File: config.mk
export PLATFORM = sky130hd
export DESIGN_NAME = rau_div
export DESIGN_NICKNAME = d
export VERILOG_FILES = /design/src/rtl/rau_pkg.sv /design/src/rtl/rau_div.sv
export SDC_FILE = /design/constraint.sdc
export NUM_CORES = 1
export LEC_CHECK = 0
export BUFFER_PORTS_ARGS = -buffer_cell sky130_fd_sc_hd__clkbuf_2
export CORE_AREA = 4 4 198 200
export CTS_BUF_LIST = sky130_fd_sc_hd__clkbuf_2 sky130_fd_sc_hd__clkbuf_4 sky130_fd_sc_hd__clkbuf_8
export DETAILED_ROUTE_END_ITERATION = 8
export DIE_AREA = 0 0 202 204
export PLACE_DENSITY_LB_ADDON = 0.2
export SYNTH_ARGS = -nofsm -noshare
export SYNTH_HDL_FRONTEND = slang
export SYNTH_SLANG_ARGS = --single-unit
File: constraint.sdc
create_clock -name clk -period 25.6 [get_ports clk]
set_input_delay 5.12 -clock clk [delete_from_list [all_inputs] [get_ports clk]]
set_output_delay 5.12 -clock clk [all_outputs]
set_load 0.01 [all_outputs]
File: src/rtl/rau_pkg.sv
`timescale 1ns / 1ps
package rau_pkg;
  localparam int OPERAND_WIDTH = 32;
  localparam int MW = 2 * OPERAND_WIDTH;   // magnitude width of a product
  localparam int SW = MW + 1;              // one more bit for sums
  localparam int CW = 7;                   // bit counter for MW+1 steps

  typedef enum logic [2:0] {
    MODE_ADD = 3'd0,
    MODE_SUB = 3'd1,
    MODE_MUL = 3'd2,
    MODE_DIV = 3'd3,
    MODE_RED = 3'd4
  } mode_t;

  // request to the shared divider
  typedef struct packed {
    logic          go;
    logic [SW-1:0] dividend;
    logic [SW-1:0] divisor;
  } div_req_t;

  typedef struct packed {
    logic          done;
    logic [SW-1:0] quot;
    logic [SW-1:0] rem;
  } div_rsp_t;
endpackage

File: src/rtl/rau_div.sv
`timescale 1ns / 1ps
module rau_div
  import rau_pkg::*;
(
  input  logic     clk,
  input  logic     rst,
  input  div_req_t req,
  output div_rsp_t rsp
);
  logic [SW-1:0] q, r, d;
  logic [CW-1:0] cnt;
  logic          run;
  logic          done_r;
  logic [SW:0]   trial;

  // one quotient bit per cycle, restoring
  assign trial = {r, q[SW-1]} - {1'b0, d};

  always_ff @(posedge clk) begin
    if (rst) begin
      run <= 1'b0;
      done_r <= 1'b0;
    end else begin
      done_r <= 1'b0;
      if (req.go) begin
        q <= req.dividend;
        d <= req.divisor;
        r <= '0;
        cnt <= CW'(SW);
        run <= 1'b1;
      end else if (run) begin
        if (!trial[SW]) begin
          r <= trial[SW-1:0];
          q <= {q[SW-2:0], 1'b1};
        end else begin
          r <= {r[SW-2:0], q[SW-1]};
          q <= {q[SW-2:0], 1'b0};
        end
        cnt <= cnt - CW'(1);
        if (cnt == CW'(1)) begin
          run <= 1'b0;
          done_r <= 1'b1;
        end
      end
    end
  end
  assign rsp.done = done_r;
  assign rsp.quot = q;
  assign rsp.rem  = r;
endmodule

==> results.json <==
{
  "outcome": "complete, no violations",
  "clk_latency_ns": 0.59,
  "ir_drop_v": 0.0000472,
  "netlist_area_mm2": 0.0122,
  "crit_arrival_ns": 7.50,
  "grt_use_met2_pct": 28.7,
  "drt_wl_total_um": 37100,
  "crit_path_end": "q[28]",
  "power_frac_comb_pct": 29.9,
  "route.detailed.drc": 0,
  "rrSetupSlack_ns": 20.92,
  "cp_max_fo": 70,
  "cts_max_level": 2,
  "coreArea_mm2": 0.0374,
  "worst-setup-path-type": "input port to flop",
  "nNetsFinal": 1637,
  "fp.dieH_um": 204,
  "syn_inst": 1177,
  "grt_pass1_wl_um": 58300,
  "p_switching_mw": 0.366,
  "clock_skew_ns": 0.0192,
  "cts_setup_buffers": 0,
  "dp_hpwl_um": 27400,
  "synthToLayoutAreaGrowth_pct": 21.1,
  "cp-start-kind": "input port",
  "drt_iter0_drc": 676,
  "p_leak_nw": 6.21,
  "setup_viol": 0,
  "rr_worst_depth": 12,
  "layout_common_cells": "clkbuf_2 (262), edfxtp_1 (202), nand2_1 (186)",
  "cts_tree": "done",
  "cts_resized": 0,
  "viasPerCell": 5.04,
  "crit_start": "req[130]",
  "relSlewSlack_pct": 31.0,
  "overflow": 0,
  "dr.pass1.iters": 5,
  "worstReg2RegEnd": "r[55]",
  "setup_ws_ns": 18.31,
  "synth_warnings": 0,
  "dp_slack_ns": 17.68,
  "synthesis.nets": 1378,
  "max_freq_ghz": 0.137,
  "io_pins": 264,
  "hp-class": "flop to flop",
  "grtUsageMet1_pct": 22.8,
  "drive_gt1_share_pct": 28.0,
  "drv_cap": 0,
  "cts_made_buffers": 39,
  "row_count": 71,
  "endpoint_kind": "flop",
  "ctsHoldBuffers": 0,
  "use_met3_pct": 5.93,
  "internal-power_mw": 0.695,
  "final_cells": 1976,
  "synth_edf_count": 202,
  "syn_avg_cell_area_um2": 10.3,
  "grt_max_degree": 71,
  "timing.rr.start": "r[7]",
  "rsz0062_at_grt": "false",
  "tns_ns": 0,
  "synth.distinct_cells": 66,
  "synthFlopType": "edfxtp_1",
  "slew_violations": 0,
  "cts_sinks": 204,
  "gp_congestion": 0.891,
  "portBuffers": 263,
  "clkTransAtPathRegs_ns": 0.06,
  "crit_required_ns": 25.81,
  "p_clk_share_pct": 29.7,
  "swShare_pct": 34.5,
  "period_needed_ns": 7.29,
  "synth-seq-cells": 204,
  "antenna_found_initial": 1,
  "dieArea_mm2": 0.0412,
  "worstMarginPinSlew_ns": 1.03,
  "cts_max_path_buffers": 3,
  "power_density_mw_per_mm2": 72.0,
  "die_w_um": 202,
  "seqPwrFrac_pct": 40.4,
  "globalRouteTotalUtil_pct": 17.8,
  "dr_total_vias": 9963,
  "root_buffer": "clkbuf_8",
  "hold_viol_final": 0,
  "final_antenna_net_count": 0,
  "start_util_pct": 32.5,
  "dp_cells": 1906,
  "synth-async-reset-ratio_pct": 0,
  "grt-busiest-layer": "met2",
  "wl_per_cell_um": 18.8,
  "ys_seq_area_share_pct": 50.2,
  "first_global_vias": 10200,
  "fin_crit_sh_pct": 28.5,
  "final_common_cell": "clkbuf_2"
}
[flip-flops by register name (all words and copies together) (netlist names)]
signal  count
run         1
r          65
cnt         7
q          65
done_r      1
d          65
[worst max-delay path, stage by stage]
cell	delay (ns)
buf_4	0.09
buf_4	0.65
nor2_1	0.21
nor2_4	0.13
buf_4	0.50
buf_4	0.66
[worst min path at each step]
stage	slack [ns]	depth (start not counted)	start	endpoint
2_1_floorplan	0.47	1	run	done_r
3_3_place_gp	0.48	1	run	done_r
3_5_place_dp	0.48	1	run	done_r
4_1_cts	0.49	1	run	done_r
5_1_grt	0.51	1	run	done_r
6_report	0.49	1	run	done_r
[metal layers]
layer | share of wire (%) | vias to the layer above
li1 | - | 4822
met1 | 43 | 4733
met2 | 45 | 357
met3 | 8.9 | 51
met4 | 2.2 | 0
met5 | 0 | -
[layout make-up]
class	count	area [µm²]
fillers	3751	22700
flip-flops and latches	204	6110
multi-input cells	836	5570
repair buffers	272	1390
clock buffers	54	649
well taps	511	639
inverters	83	312
clock inverters	15	80.1
diodes	1	2.50
[per-stage QoR]
| stage | instance area, µm² | utilization, % | total power, mW | hold WS, ns |
|---|---|---|---|---|
| 2_1_floorplan | 12200 | - | 0.654 | 0.466 |
| 3_3_place_gp | 14000 | 37.5 | 0.751 | 0.481 |
| 3_5_place_dp | 14000 | 37.5 | 0.753 | 0.484 |
| 4_1_cts | 14700 | 39.4 | 1.08 | 0.491 |
| 5_1_grt | 14700 | 39.4 | 1.13 | 0.507 |
| 6_report | 14700 | 39.4 | 1.06 | 0.485 |
[power groups by stage]
stage,clock network (mW),logic (mW),registers [mW]
2_1_floorplan,0,0.215,0.439
3_3_place_gp,0,0.316,0.435
3_5_place_dp,0,0.317,0.435
4_1_cts,0.330,0.319,0.429
5_1_grt,0.345,0.356,0.432
6_report,0.315,0.317,0.428
[synthesized netlist by cell type, types with 4 or more instances]
cell	count	area share [%]
nor3_1	10	0.41
o21bai_1	11	0.68
nand4_1	12	0.62
o31ai_1	7	0.43
nand3_1	25	1.0
a31oi_1	13	0.67
nor2b_1	6	0.31
o211ai_1	6	0.37
o311ai_0	5	0.36
nand2_1	186	5.7
xnor2_1	37	2.7
clkbuf_1	40	1.2
a21oi_1	136	5.6
ha_1	67	6.9
nand2b_1	6	0.31
a21o_1	30	1.9
nand3b_1	4	0.25
buf_2	12	0.49
edfxtp_1	202	50
nor2_1	52	1.6
mux2_2	64	5.9
inv_1	82	2.5
nor4_1	4	0.21
and3_1	11	0.57
o21a_1	8	0.49
a2111oi_0	5	0.36
and2_1	8	0.41
o21ai_0	45	1.9
xor2_1	25	1.8
or3_1	4	0.21
a211oi_1	5	0.31
[logic make-up (layout without fill, tap and decap cells)]
family                     count (synthesis)  after routing  synth area share [%]
xor gates and xnor gates                  63             63                  4.69
buffers and inverters                    137            424                  4.38
muxes                                     64             64                  5.92
adders and majority gates                 68             68                  7.05
other                                      0              1                     0
AOI/OAI and AO/OA                        305            305                  15.6
DFF                                      204            204                  50.2
and+or+nand+nor                          336            336                  12.2
(Power assumes the default switching activity.)
